[config.mk]
export PLATFORM = sky130hd
export DESIGN_NAME = sql_response_packet_parser_top_flat
export DESIGN_NICKNAME = d
export VERILOG_FILES = /design/src/sqlrp_pkg.sv /design/src/sqlrp_byte_if.sv /design/src/sqlrp_result_if.sv /design/src/sqlrp_parser.sv /design/src/sqlrp_out_buf.sv /design/src/sql_response_packet_parser_top.sv /design/src/flat_wrapper.sv
export SDC_FILE = /design/constraint.sdc
export NUM_CORES = 2
export LEC_CHECK = 0
export BUFFER_PORTS_ARGS = -buffer_cell sky130_fd_sc_hd__buf_2
export CORE_MARGIN = 2
export CORE_UTILIZATION = 60
export DETAILED_ROUTE_END_ITERATION = 8
export GPL_ROUTABILITY_DRIVEN = 0
export PLACE_DENSITY = 0.87
export SLEW_MARGIN = 15
export SYNTH_ARGS = -nofsm -noshare
export SYNTH_HDL_FRONTEND = slang
export SYNTH_SLANG_ARGS = --single-unit
[constraint.sdc]
create_clock -name clk -period 92.6 [get_ports clk]
set_input_delay 18.52 -clock clk [delete_from_list [all_inputs] [get_ports clk]]
set_output_delay 18.52 -clock clk [all_outputs]
set_load 0.02 [all_outputs]
[src/sqlrp_pkg.sv]
// ----------------------------------------------------------------------------
// sqlrp_pkg
// Constants and the result record of the response packet parser.
// ----------------------------------------------------------------------------
package sqlrp_pkg;

  // capability bits that select the packet layouts
  localparam logic [31:0] CAP_P41     = 32'h0000_0200;
  localparam logic [31:0] CAP_TRANS   = 32'h0000_2000;
  localparam logic [31:0] CAP_SESSION = 32'h0080_0000;

  // header bytes
  localparam logic [7:0] HDR_OK  = 8'h00;
  localparam logic [7:0] HDR_ERR = 8'hff;
  localparam logic [7:0] HDR_EOF = 8'hfe;

  // length-encoded integer prefixes
  localparam logic [7:0] PFX_NULL  = 8'hfb;
  localparam logic [7:0] PFX_TWO   = 8'hfc;
  localparam logic [7:0] PFX_THREE = 8'hfd;
  localparam logic [7:0] PFX_EIGHT = 8'hfe;

  localparam logic [23:0] MAX24       = 24'hff_ffff;
  localparam logic [23:0] EOF_LIMIT   = 24'd9;
  localparam logic [23:0] EOF_MIN_P41 = 24'd5;

  localparam logic [1:0] KIND_OK    = 2'd0;
  localparam logic [1:0] KIND_ERR   = 2'd1;
  localparam logic [1:0] KIND_EOF   = 2'd2;
  localparam logic [1:0] KIND_OTHER = 2'd3;

  typedef struct packed {
    logic [1:0]  packet_kind;
    logic [63:0] row_count;
    logic [63:0] new_row_id;
    logic [15:0] server_status;
    logic [15:0] warning_count;
    logic [15:0] err_number;
    logic [39:0] state_text;
    logic [23:0] info_length;
    logic        malformed;
  } result_t;

endpackage

[src/sqlrp_byte_if.sv]
// ----------------------------------------------------------------------------
// sqlrp_byte_if
// Payload byte channel: one packet byte per transfer with a last flag.
// ----------------------------------------------------------------------------
interface sqlrp_byte_if;
  logic       valid;
  logic       ready;
  logic [7:0] payload_byte;
  logic       last_byte;

  modport source (output valid, output payload_byte, output last_byte, input ready);
  modport sink   (input valid, input payload_byte, input last_byte, output ready);
endinterface

[src/sqlrp_result_if.sv]
// ----------------------------------------------------------------------------
// sqlrp_result_if
// Result channel: one decoded summary per packet.
// ----------------------------------------------------------------------------
interface sqlrp_result_if;
  logic        valid;
  logic        ready;
  logic [1:0]  packet_kind;
  logic [63:0] row_count;
  logic [63:0] new_row_id;
  logic [15:0] server_status;
  logic [15:0] warning_count;
  logic [15:0] err_number;
  logic [39:0] state_text;
  logic [23:0] info_length;
  logic        malformed;

  modport source (
    output valid, output packet_kind, output row_count, output new_row_id,
    output server_status, output warning_count, output err_number, output state_text,
    output info_length, output malformed, input ready
  );
  modport sink (
    input valid, input packet_kind, input row_count, input new_row_id,
    input server_status, input warning_count, input err_number, input state_text,
    input info_length, input malformed, output ready
  );
endinterface

[src/sqlrp_parser.sv]
// ----------------------------------------------------------------------------
// sqlrp_parser
// Byte-wise parse state, capability register and result generation.
// ----------------------------------------------------------------------------
module sqlrp_parser (
  input  logic                     clk,
  input  logic                     rst,
  input  logic                     cfg_we,
  input  logic [31:0]              cfg_wdata,
  input  logic                     accept,
  input  logic [7:0]               payload_byte,
  input  logic                     last_byte,
  output logic                     res_valid,
  output sqlrp_pkg::result_t       res_data
);

  typedef enum logic [13:0] {
    PH_HDR        = 14'h0001,
    PH_ROWS_PFX   = 14'h0002,
    PH_ROWS_VAL   = 14'h0004,
    PH_ID_PFX     = 14'h0008,
    PH_ID_VAL     = 14'h0010,
    PH_INFO_PFX   = 14'h0020,
    PH_INFO_VAL   = 14'h0040,
    PH_STATUS     = 14'h0080,
    PH_WARN       = 14'h0100,
    PH_INFO_COUNT = 14'h0200,
    PH_ERR_CODE   = 14'h0400,
    PH_ERR_STATE  = 14'h0800,
    PH_FE         = 14'h1000,
    PH_SKIP       = 14'h2000
  } phase_t;

  typedef enum logic [1:0] {
    FLD_ROWS = 2'd0,
    FLD_ID   = 2'd1,
    FLD_INFO = 2'd2
  } lz_field_t;

  logic [31:0] caps;

  logic [23:0] byte_index, byte_index_next;
  logic [7:0]  header_value, header_value_next;
  phase_t      phase, phase_next;
  logic [3:0]  left, left_next;
  logic [63:0] acc, acc_next;
  logic [3:0]  acc_cnt, acc_cnt_next;
  logic [63:0] rows, rows_next;
  logic [63:0] insert_id, insert_id_next;
  logic [31:0] early_bytes, early_bytes_next;
  logic [15:0] status_r, status_r_next;
  logic [15:0] warnings_r, warnings_r_next;
  logic [15:0] err_code, err_code_next;
  logic [39:0] state_chars, state_chars_next;
  logic [23:0] info_len, info_len_next;
  logic        bad_flag, bad_flag_next;

  logic        cap_p41, cap_trans, cap_session;
  phase_t      info_phase, val_phase;
  lz_field_t   lz_fld;
  logic        lz_done;
  logic [63:0] lz_val;
  logic [3:0]  left_dec;
  logic        take_done;
  logic [63:0] acc_take;
  logic [39:0] state_take;
  logic [1:0]  fe_lane;
  logic        bad_res;
  logic        eof_short;

  always_comb begin
    cap_p41     = |(caps & sqlrp_pkg::CAP_P41);
    cap_trans   = |(caps & sqlrp_pkg::CAP_TRANS);
    cap_session = |(caps & sqlrp_pkg::CAP_SESSION);
    info_phase  = cap_session ? PH_INFO_PFX : PH_INFO_COUNT;

    left_dec   = (left != 4'd0) ? left - 4'd1 : 4'd0;
    take_done  = (left_dec == 4'd0);
    acc_take   = acc | ({56'd0, payload_byte} << {acc_cnt[2:0], 3'b000});
    state_take = state_chars | ({32'd0, payload_byte} << {acc_cnt[2:0], 3'b000});
    fe_lane    = byte_index[1:0] - 2'd1;

    // which length-encoded field the current phase belongs to
    if (phase == PH_ROWS_PFX || phase == PH_ROWS_VAL) begin
      lz_fld    = FLD_ROWS;
      val_phase = PH_ROWS_VAL;
    end else if (phase == PH_ID_PFX || phase == PH_ID_VAL) begin
      lz_fld    = FLD_ID;
      val_phase = PH_ID_VAL;
    end else begin
      lz_fld    = FLD_INFO;
      val_phase = PH_INFO_VAL;
    end

    byte_index_next   = (byte_index < sqlrp_pkg::MAX24) ? byte_index + 24'd1 : byte_index;
    header_value_next = header_value;
    phase_next        = phase;
    left_next         = left;
    acc_next          = acc;
    acc_cnt_next      = acc_cnt;
    rows_next         = rows;
    insert_id_next    = insert_id;
    early_bytes_next  = early_bytes;
    status_r_next     = status_r;
    warnings_r_next   = warnings_r;
    err_code_next     = err_code;
    state_chars_next  = state_chars;
    info_len_next     = info_len;
    bad_flag_next     = bad_flag;
    lz_done           = 1'b0;
    lz_val            = acc_take;

    unique case (phase) inside
      PH_HDR: begin
        header_value_next = payload_byte;
        if (payload_byte == sqlrp_pkg::HDR_OK) begin
          phase_next = PH_ROWS_PFX;
        end else if (payload_byte == sqlrp_pkg::HDR_ERR) begin
          phase_next   = PH_ERR_CODE;
          left_next    = 4'd2;
          acc_next     = '0;
          acc_cnt_next = '0;
        end else if (payload_byte == sqlrp_pkg::HDR_EOF) begin
          phase_next = PH_FE;
        end else begin
          phase_next = PH_SKIP;
        end
      end
      PH_ROWS_PFX, PH_ID_PFX, PH_INFO_PFX: begin
        if (payload_byte < sqlrp_pkg::PFX_NULL) begin
          lz_done = 1'b1;
          lz_val  = {56'd0, payload_byte};
        end else begin
          acc_next     = '0;
          acc_cnt_next = '0;
          phase_next   = val_phase;
          case (payload_byte)
            sqlrp_pkg::PFX_TWO:   left_next = 4'd2;
            sqlrp_pkg::PFX_THREE: left_next = 4'd3;
            sqlrp_pkg::PFX_EIGHT: left_next = 4'd8;
            default: begin
              // null marker or error byte where a length belongs
              bad_flag_next = 1'b1;
              phase_next    = PH_SKIP;
              acc_next      = acc;
              acc_cnt_next  = acc_cnt;
            end
          endcase
        end
      end
      PH_ROWS_VAL, PH_ID_VAL, PH_INFO_VAL: begin
        left_next    = left_dec;
        acc_next     = acc_take;
        acc_cnt_next = acc_cnt + 4'd1;
        lz_done      = take_done;
      end
      PH_STATUS: begin
        left_next    = left_dec;
        acc_next     = acc_take;
        acc_cnt_next = acc_cnt + 4'd1;
        if (take_done) begin
          status_r_next = acc_take[15:0];
          if (cap_p41) begin
            phase_next   = PH_WARN;
            left_next    = 4'd2;
            acc_next     = '0;
            acc_cnt_next = '0;
          end else begin
            info_len_next = '0;
            phase_next    = info_phase;
          end
        end
      end
      PH_WARN: begin
        left_next    = left_dec;
        acc_next     = acc_take;
        acc_cnt_next = acc_cnt + 4'd1;
        if (take_done) begin
          warnings_r_next = acc_take[15:0];
          info_len_next   = '0;
          phase_next      = info_phase;
        end
      end
      PH_INFO_COUNT: begin
        if (info_len < sqlrp_pkg::MAX24) begin
          info_len_next = info_len + 24'd1;
        end
      end
      PH_ERR_CODE: begin
        left_next    = left_dec;
        acc_next     = acc_take;
        acc_cnt_next = acc_cnt + 4'd1;
        if (take_done) begin
          err_code_next = acc_take[15:0];
          if (cap_p41) begin
            phase_next   = PH_ERR_STATE;
            left_next    = 4'd6;
            acc_next     = '0;
            acc_cnt_next = '0;
          end else begin
            phase_next = PH_SKIP;
          end
        end
      end
      PH_ERR_STATE: begin
        // first byte is the marker, the next five are the state characters
        if (left < 4'd6 && acc_cnt < 4'd5) begin
          state_chars_next = state_take;
          acc_cnt_next     = acc_cnt + 4'd1;
        end
        left_next = left_dec;
        if (left_dec == 4'd0) begin
          phase_next = PH_SKIP;
        end
      end
      PH_FE: begin
        if (byte_index >= 24'd1 && byte_index <= 24'd4) begin
          early_bytes_next = early_bytes | ({24'd0, payload_byte} << {fe_lane, 3'b000});
        end
      end
      default: begin
      end
    endcase

    if (lz_done) begin
      unique case (lz_fld)
        FLD_ROWS: begin
          rows_next  = lz_val;
          phase_next = PH_ID_PFX;
        end
        FLD_ID: begin
          insert_id_next = lz_val;
          if (cap_p41 || cap_trans) begin
            phase_next   = PH_STATUS;
            left_next    = 4'd2;
            acc_next     = '0;
            acc_cnt_next = '0;
          end else begin
            info_len_next = '0;
            phase_next    = info_phase;
          end
        end
        FLD_INFO: begin
          info_len_next = (|lz_val[63:24]) ? sqlrp_pkg::MAX24 : lz_val[23:0];
          phase_next    = PH_SKIP;
        end
        default: begin
        end
      endcase
    end

    // bad length prefix, or packet ended inside a required field
    bad_res = bad_flag_next || (phase_next inside {PH_ROWS_PFX, PH_ROWS_VAL, PH_ID_PFX,
              PH_ID_VAL, PH_INFO_VAL, PH_STATUS, PH_WARN, PH_ERR_CODE, PH_ERR_STATE});
    eof_short = (byte_index_next < sqlrp_pkg::EOF_MIN_P41);

    res_data             = '0;
    res_data.packet_kind = sqlrp_pkg::KIND_OTHER;
    if (header_value_next == sqlrp_pkg::HDR_OK) begin
      res_data.packet_kind   = sqlrp_pkg::KIND_OK;
      res_data.row_count     = rows_next;
      res_data.new_row_id    = insert_id_next;
      res_data.server_status = status_r_next;
      res_data.warning_count = warnings_r_next;
      res_data.info_length   = info_len_next;
      res_data.malformed     = bad_res;
    end else if (header_value_next == sqlrp_pkg::HDR_ERR) begin
      res_data.packet_kind = sqlrp_pkg::KIND_ERR;
      res_data.err_number  = err_code_next;
      res_data.state_text  = state_chars_next;
      res_data.malformed   = bad_res;
    end else if (header_value_next == sqlrp_pkg::HDR_EOF &&
                 byte_index_next < sqlrp_pkg::EOF_LIMIT) begin
      res_data.packet_kind = sqlrp_pkg::KIND_EOF;
      res_data.malformed   = bad_res;
      if (cap_p41) begin
        if (eof_short) begin
          res_data.malformed = 1'b1;
        end else begin
          res_data.warning_count = early_bytes_next[15:0];
          res_data.server_status = early_bytes_next[31:16];
        end
      end
    end

    res_valid = accept && last_byte;
  end

  always_ff @(posedge clk) begin
    if (rst) begin
      caps <= '0;
    end else if (cfg_we) begin
      caps <= cfg_wdata;
    end
  end

  // the last byte of a packet returns the parser to its idle state
  always_ff @(posedge clk) begin
    if (rst || (accept && last_byte)) begin
      byte_index   <= '0;
      header_value <= '0;
      phase        <= PH_HDR;
      left         <= '0;
      acc          <= '0;
      acc_cnt      <= '0;
      rows         <= '0;
      insert_id    <= '0;
      early_bytes  <= '0;
      status_r     <= '0;
      warnings_r   <= '0;
      err_code     <= '0;
      state_chars  <= '0;
      info_len     <= '0;
      bad_flag     <= 1'b0;
    end else if (accept) begin
      byte_index   <= byte_index_next;
      header_value <= header_value_next;
      phase        <= phase_next;
      left         <= left_next;
      acc          <= acc_next;
      acc_cnt      <= acc_cnt_next;
      rows         <= rows_next;
      insert_id    <= insert_id_next;
      early_bytes  <= early_bytes_next;
      status_r     <= status_r_next;
      warnings_r   <= warnings_r_next;
      err_code     <= err_code_next;
      state_chars  <= state_chars_next;
      info_len     <= info_len_next;
      bad_flag     <= bad_flag_next;
    end
  end

endmodule

[src/sqlrp_out_buf.sv]
// ----------------------------------------------------------------------------
// sqlrp_out_buf
// Output register plus skid entry between the parser and the result channel.
// ----------------------------------------------------------------------------
module sqlrp_out_buf (
  input  logic                clk,
  input  logic                rst,
  input  logic                push,
  input  sqlrp_pkg::result_t  push_data,
  output logic                push_ready,
  output logic                out_valid,
  input  logic                out_ready,
  output sqlrp_pkg::result_t  out_data
);

  logic               skid_valid;
  sqlrp_pkg::result_t skid_data;
  logic               pop;

  assign push_ready = !skid_valid;
  assign pop        = out_valid && out_ready;

  always_ff @(posedge clk) begin
    if (rst) begin
      out_valid  <= 1'b0;
      skid_valid <= 1'b0;
    end else if (pop) begin
      if (skid_valid) begin
        out_data   <= skid_data;
        skid_valid <= 1'b0;
      end else if (push) begin
        out_data <= push_data;
      end else begin
        out_valid <= 1'b0;
      end
    end else if (push) begin
      // fills an empty output; stalled output keeps its entry, skid takes it
      if (!out_valid) begin
        out_data  <= push_data;
        out_valid <= 1'b1;
      end else begin
        skid_data  <= push_data;
        skid_valid <= 1'b1;
      end
    end
  end

endmodule

[src/sql_response_packet_parser_top.sv]
// ----------------------------------------------------------------------------
// sql_response_packet_parser_top
// Parser for OK, ERR and EOF server response packets, one byte per transfer.
// ----------------------------------------------------------------------------
// Usage:
//   pkt carries the packet payload, header byte first, one byte per transfer;
//   last_byte marks the final byte. res carries one summary per packet.
//   cfg_we/cfg_wdata write the server capability word; write it only while
//   no packet is in flight.
// Timing:
//   one byte per cycle sustained while pkt.ready is high. Each byte updates
//   the parse registers in the cycle it is taken; a packet's summary is
//   registered into the output register, or the skid if the output stalls.
//   Results drain through a two-entry buffer (output register and skid), so
//   pkt.ready drops only when both entries hold results the receiver has not
//   taken; bytes keep flowing while just one result waits.
// Reset:
//   rst clears the capability word, the parse state and both buffer entries.
// ----------------------------------------------------------------------------
module sql_response_packet_parser_top (
  input  logic              clk,
  input  logic              rst,
  input  logic              cfg_we,
  input  logic [31:0]       cfg_wdata,
  sqlrp_byte_if.sink        pkt,
  sqlrp_result_if.source    res
);

  logic               accept;
  logic               core_valid;
  sqlrp_pkg::result_t core_data;
  logic               buf_ready;
  sqlrp_pkg::result_t out_data;

  assign pkt.ready = buf_ready;
  assign accept    = pkt.valid && buf_ready;

  sqlrp_parser u_parser (
    .clk          (clk),
    .rst          (rst),
    .cfg_we       (cfg_we),
    .cfg_wdata    (cfg_wdata),
    .accept       (accept),
    .payload_byte (pkt.payload_byte),
    .last_byte    (pkt.last_byte),
    .res_valid    (core_valid),
    .res_data     (core_data)
  );

  sqlrp_out_buf u_out_buf (
    .clk        (clk),
    .rst        (rst),
    .push       (core_valid),
    .push_data  (core_data),
    .push_ready (buf_ready),
    .out_valid  (res.valid),
    .out_ready  (res.ready),
    .out_data   (out_data)
  );

  assign res.packet_kind   = out_data.packet_kind;
  assign res.row_count     = out_data.row_count;
  assign res.new_row_id    = out_data.new_row_id;
  assign res.server_status = out_data.server_status;
  assign res.warning_count = out_data.warning_count;
  assign res.err_number    = out_data.err_number;
  assign res.state_text    = out_data.state_text;
  assign res.info_length   = out_data.info_length;
  assign res.malformed     = out_data.malformed;

endmodule

[src/flat_wrapper.sv]
// flat-port wrapper written by rule: the top's interface ports become plain ports
module sql_response_packet_parser_top_flat 
  (clk, rst, cfg_we, cfg_wdata, pkt_valid, pkt_payload_byte, pkt_last_byte, pkt_ready, res_valid, res_packet_kind, res_row_count, res_new_row_id, res_server_status, res_warning_count, res_err_number, res_state_text, res_info_length, res_malformed, res_ready);
  sqlrp_byte_if pkt_i ();
  sqlrp_result_if res_i ();
  input  logic clk;
  input  logic rst;
  input  logic cfg_we;
  input  logic [31:0] cfg_wdata;
  input wire logic [$bits(pkt_i.valid)-1:0] pkt_valid;
  input wire logic [$bits(pkt_i.payload_byte)-1:0] pkt_payload_byte;
  input wire logic [$bits(pkt_i.last_byte)-1:0] pkt_last_byte;
  output wire logic [$bits(pkt_i.ready)-1:0] pkt_ready;
  output wire logic [$bits(res_i.valid)-1:0] res_valid;
  output wire logic [$bits(res_i.packet_kind)-1:0] res_packet_kind;
  output wire logic [$bits(res_i.row_count)-1:0] res_row_count;
  output wire logic [$bits(res_i.new_row_id)-1:0] res_new_row_id;
  output wire logic [$bits(res_i.server_status)-1:0] res_server_status;
  output wire logic [$bits(res_i.warning_count)-1:0] res_warning_count;
  output wire logic [$bits(res_i.err_number)-1:0] res_err_number;
  output wire logic [$bits(res_i.state_text)-1:0] res_state_text;
  output wire logic [$bits(res_i.info_length)-1:0] res_info_length;
  output wire logic [$bits(res_i.malformed)-1:0] res_malformed;
  input wire logic [$bits(res_i.ready)-1:0] res_ready;
  assign pkt_i.valid = pkt_valid;
  assign pkt_i.payload_byte = pkt_payload_byte;
  assign pkt_i.last_byte = pkt_last_byte;
  assign pkt_ready = pkt_i.ready;
  assign res_valid = res_i.valid;
  assign res_packet_kind = res_i.packet_kind;
  assign res_row_count = res_i.row_count;
  assign res_new_row_id = res_i.new_row_id;
  assign res_server_status = res_i.server_status;
  assign res_warning_count = res_i.warning_count;
  assign res_err_number = res_i.err_number;
  assign res_state_text = res_i.state_text;
  assign res_info_length = res_i.info_length;
  assign res_malformed = res_i.malformed;
  assign res_i.ready = res_ready;
  sql_response_packet_parser_top u_core (.clk(clk), .rst(rst), .cfg_we(cfg_we), .cfg_wdata(cfg_wdata), .pkt(pkt_i), .res(res_i));
endmodule
## After elaboration in Yosys (flattened, before gate mapping)

Cells that the tools add are included.

- Register bits after elaboration: 903
- Output and inout port bits: 245

- Add/subtract/negate cells: 5
- Magnitude comparators: 9
- Eq/ne operators: 33
- Shifts and indexed selects: 3
- Mux-type cells: 112
- Bitwise operators: 5
- Reduce and logical (&&, ||, !) cells: 32

Operator list:

| kind | number |
|---|---|
| 2-to-1 mux 243 bit | 5 |
| 2-to-1 mux 64 bit | 15 |
| case mux 64 bit (4 select lines) | 1 |
| 2-to-1 mux 32 bit | 7 |
| 2-to-1 mux 24 bit | 9 |
| 2-to-1 mux 14 bit | 11 |
| 2-to-1 mux 128 bit | 1 |
| 2-to-1 mux 56 bit | 2 |
| 2-to-1 mux 16 bit | 6 |
| 2-to-1 mux 4 bit | 21 |
| case mux 14 bit (6 select lines) | 1 |
| 2-to-1 mux 40 bit | 2 |
| case mux 24 bit (3 select lines) | 1 |
| OR 64 bit | 1 |
| << shifter 8 x 6 -> 64 bit | 1 |
| adder 24 x 1 -> 24 bit, second input constant | 2 |
| equality test 8 bit, second input constant | 6 |
| < comparator 24 bit, second input constant | 2 |
| case mux 24 bit (2 select lines) | 1 |
| case mux 14 bit (3 select lines) | 1 |
| OR 40 bit | 1 |
| case mux 4 bit (5 select lines) | 2 |
| OR reduction 40 bit | 1 |
| << shifter 8 x 6 -> 40 bit | 1 |
| 52 further kinds | 98 |

## Depth between registers and ports, before layout

- Word-level depth: 20
- Gate-level depth with buffers: 13
- Depth with buffers taken out: 11

## Hierarchy

A second synthesis with hierarchy kept.

- Cells, all modules: 3,877
- Area, all modules: 38,559.5 um2

By module, submodules not included:

| module | times used | cells each | area an instance (um2) | sequential area each (um2) |
|---|---|---|---|---|
| sqlrp_parser | 1 | 3,108 | 20,886.3 | 7,887.6 |
| sqlrp_out_buf | 1 | 768 | 17,666.9 | 14,634.0 |
| sql_response_packet_parser_top | 1 | 1 | 6.3 | 0.0 |

## Least setup slack after synthesis

No wires, ideal clock.

- Kind: input-to-reg
- From: input pkt_valid
- To: register u_core.u_out_buf.skid_data[0] (netlist bit), enable pin
- Library setup time: 1.531 ns
- Arrival time: 43.786 ns
- Required time: 91.069 ns
- Setup slack: 47.283 ns
- Stages: 4
- Buffers on the path: 1
- Cells stage by stage: nor2b_1 clkbuf_1 nand2_1 nor4b_1

- Word-level cells in the longest chain between the ends: 3

RTL lines:

| element | line | text |
|---|---|---|
| start: declaration | flat_wrapper.sv:10 | `input wire logic [$bits(pkt_i.valid)-1:0] pkt_valid;` |
| logical AND 1 bit | sql_response_packet_parser_top.sv:36 | `assign accept = pkt.valid && buf_ready;` |
| logical AND 1 bit | sqlrp_parser.sv:286 | `res_valid = accept && last_byte;` |
| AND reduction 4 bit (no source line) | - |  |
| end signal: assignment | sqlrp_out_buf.sv:42 | `skid_data <= push_data;` |
| end: declaration | sqlrp_out_buf.sv:17 | `sqlrp_pkg::result_t skid_data;` |

Every way passes these cells.
A chain may end at the register's enable or synchronous reset.

## Final worst setup path

- From: input pkt_payload_byte[4]
- To: register u_core.u_parser.rows[50]

- Word-level cells in the longest chain between the ends: 5
- Elaborated cells between the ends (all ways): 7
- Classes of those cells: 1 x order compare; 6 x mux

RTL lines:

| element | line | text |
|---|---|---|
| start: declaration | flat_wrapper.sv:11 | `input wire logic [$bits(pkt_i.payload_byte)-1:0] pkt_payload_byte;` |
| < comparator 8 bit (*) | sqlrp_parser.sv:130 | `if (payload_byte < sqlrp_pkg::PFX_NULL) begin` |
| 2-to-1 mux 64 bit | sqlrp_parser.sv:130 |  |
| 2-to-1 mux 64 bit | sqlrp_parser.sv:113 | `unique case (phase) inside` |
| 2-to-1 mux 64 bit | sqlrp_parser.sv:226 | `unique case (lz_fld)` |
| 2-to-1 mux 64 bit (*) | sqlrp_parser.sv:225 | `if (lz_done) begin` |
| end signal: assignment | sqlrp_parser.sv:322 | `rows <= rows_next;` |
| end: declaration | sqlrp_parser.sv:48 | `logic [63:0] rows, rows_next;` |

Every way passes the cells marked *; elsewhere a longest branch is shown, timed or not.

==> run summary <==
Leakage power: 0.0148 uW
Status: completed
Htree depth: 3
Die height: 259 um
Worst vdd ir: 12.5 uV
First-pass GRT wire length: 169000 um
Site Rows: 93
Startpoint Class: primary input
IO Pins: 291
Root Buffer: clkbuf_16
Post-CTS resize count: 0
Hold-critical path depth: 2
Fin crit share: 23.6%
Finish-stage setup viols: 0
Post-synth top area cell: edfxtp_1
Total grt overflow: 0
CTS Sinks: 882
Initial antenna violation count: 1
Crit path DAT: 22430 ps
Die ar.: 0.0672 mm2
Crit-path cells: buf_2 -> and2_1 -> and4b_1 -> a211oi_4 -> buf_4 -> o21ai_4 -> buf_4 -> nor2_4 -> buf_4 -> nand2_1 -> a21oi_1
Max_slew headroom: 16.6%
DRT antenna net count: 0
Number of port buffers: 261
CP endpoint kind: flop
Netlist cell types: 85
Least-Margin Pin Slew: 1250 ps
DRC: 0
CTS Hold Bufs: 0
Number of synthesized flops with an enable pin: 486
Pre-antenna DRT Iters: 7
Most used DFF post-synth: edfxtp_1
Initial drt markers: 4807
DRT Wirelength: 109000 um
Yosys reg bits: 882
Final Hold Fails: 0
Seq/Total Area, Yosys: 57.6%
Worst-Skew Late Latency: 660 ps
Slowest cell on crit path: nor2_4
Initial core utilization: 60.7%
Utilization after layout: 68.0%
Core ar.: 0.0645 mm2
# Max-Cap Violations: 0
Routed vias: 33100
Hold Slack: 451 ps
Crit Path Category: primary input to flop
Cell area after synthesis: 0.0391 mm2
Final min period: 21870 ps
Drt wl/cell: 20.9 um
Most common library cell in the layout ignoring fill and taps: nand2_1
TNS Setup: 0 ps
R2r worst-path depth: 10
Max Clock Skew: 37.9 ps
Total CTS buffers: 88
Total track usage: 31.5%
Worst-path fanout max: 69
F_max: 45.7 MHz
Synth top area cells: edfxtp_1 37%, dfxtp_1 20%, nand2_1 9.8%
Share of layout cells above drive strength 1: 14.0%
Worst EP required: 93160 ps
CP peak stage delay: 660 ps
Post-DP HPWL: 66300 um
RSZ-0062 raised after global routing: false
CTS tree: built
# nets final: 4344
Cell repeated most along the worst path: buf_4
Reg clk slew, reported paths: 60 ps
Number of global-route vias before repair: 30900
Flop2flop setup slack: 87760 ps
Area growth syn-to-layout: 12.1%
Synth async-reset ratio: 0%
Chip Width: 259 um
Share of the synthesized area in the top cell type: 37.3%
Largest net degree at the start of global routing: 234
Worst hold path class: flop to flop
Yosys warns: 0
Clock tree buffer depth: 3
Syn_area_per_cell: 9.28 um2
Max Slew Vio Count: 0
Syn Nets: 4269
Setup bufs post-CTS: 0
Pwr dens: 19.0 mW/mm2
N_diodes: 0
Mapped Cells: 4216
Vias per Instance: 6.34
Commonest non-fill, non-tap cells in the layout: 1023 x nand2_1, 533 x a21oi_1, 491 x nor2_1, 486 x edfxtp_1, 396 x dfxtp_1
[registers in the layout, indices dropped and copies added (netlist names), 14 cells and up]
signal and flops:
u_core.u_parser.err_code 16, u_core.u_parser.rows 64, u_core.u_out_buf.skid_data 243, u_core.u_parser.byte_index 24, u_core.u_parser.warnings_r 16, u_core.u_parser.acc 64
u_core.u_parser.early_bytes 32, u_core.u_parser.phase 14, u_core.u_parser.insert_id 64, u_core.u_parser.status_r 16, u_core.u_parser.state_chars 40, u_core.u_out_buf.out_data 243
u_core.u_parser.info_len 24
[cell type report]
type,instances,area [um2]
flip-flops and latches,882,22500
fillers,4695,20600
clock inverters,44,499
repair buffers,319,1780
inverters,19,71.3
multi-input cells,2981,15400
well taps,855,1070
clock buffers,120,2540
[cell usage after synthesis, types with 15 or more instances]
| cell type | n |
|---|---|
| nor2b_1 | 22 |
| mux2_2 | 57 |
| a31oi_1 | 65 |
| nor3_1 | 47 |
| nor2_1 | 495 |
| buf_2 | 31 |
| nor4_1 | 24 |
| buf_1 | 30 |
| inv_1 | 19 |
| nand2b_1 | 16 |
| edfxtp_1 | 486 |
| and3_1 | 20 |
| a211oi_1 | 71 |
| o22ai_2 | 30 |
| nand4_1 | 21 |
| dfxtp_1 | 396 |
| and2_1 | 24 |
| or3_1 | 19 |
| a22oi_1 | 57 |
| nand2_1 | 1026 |
| o31ai_1 | 72 |
| xnor2_1 | 15 |
| nand3_1 | 40 |
| clkbuf_1 | 267 |
| o21ai_0 | 124 |
| a21oi_1 | 533 |
[critical path, delay by kind of cell]
family	cells	cell delay (ps)
buffers and inverters	4	1900
AO/OA/AOI/OAI	3	500
AND/OR/NAND/NOR	4	1370
[metal layers]
layer  GRT usage [%]  wire length, um  vias up
li1                -                -    15000
met1            39.8            39800    15600
met2            50.6            51300     2101
met3            5.54            11000      445
met4            20.1             7180        2
met5               0               13        -
[stage by stage]
stage / power [uW] / setup WS (ps) / instance area [um2] / std cells
floorplan: 456 / 47280 / 39100 / 4216
global placement: 465 / 70370 / 40800 / 5056
detailed placement: 466 / 70290 / 40800 / 5056
CTS: 832 / 70960 / 43900 / 5220
global route: 851 / 70670 / 43900 / 5220
finish: 832 / 70730 / 43900 / 5220
[where the power goes]
part / internal (uW) / total [uW] / leakage, uW / switching [uW]
sequential: 415 / 418 / 0.00752 / 2.93
combinational: 8.45 / 41.6 / 0.00576 / 33.1
clock: 219 / 372 / 0.00148 / 154
total: 642 / 832 / 0.0148 / 190
[cell families after synthesis]
group           share of synthesized area [%]
compound gates                           16.5
mux                                      1.82
xor+xnor                                0.627
buf+inv                                  3.56
flops                                    57.6
fa+ha+maj                               0.224
simple gates                             19.7
[final timing paths]
check,to,start
worst max-delay path,u_core.u_parser.rows[50],pkt_payload_byte[4]
worst min-delay path,u_core.u_parser.insert_id[51],u_core.u_parser.insert_id[51]
worst min register to register,u_core.u_parser.insert_id[51],u_core.u_parser.insert_id[51]
worst max register to register,u_core.u_parser.acc[47],u_core.u_parser.phase[8]
No activity file was read; power rests on OpenSTA's default activity.
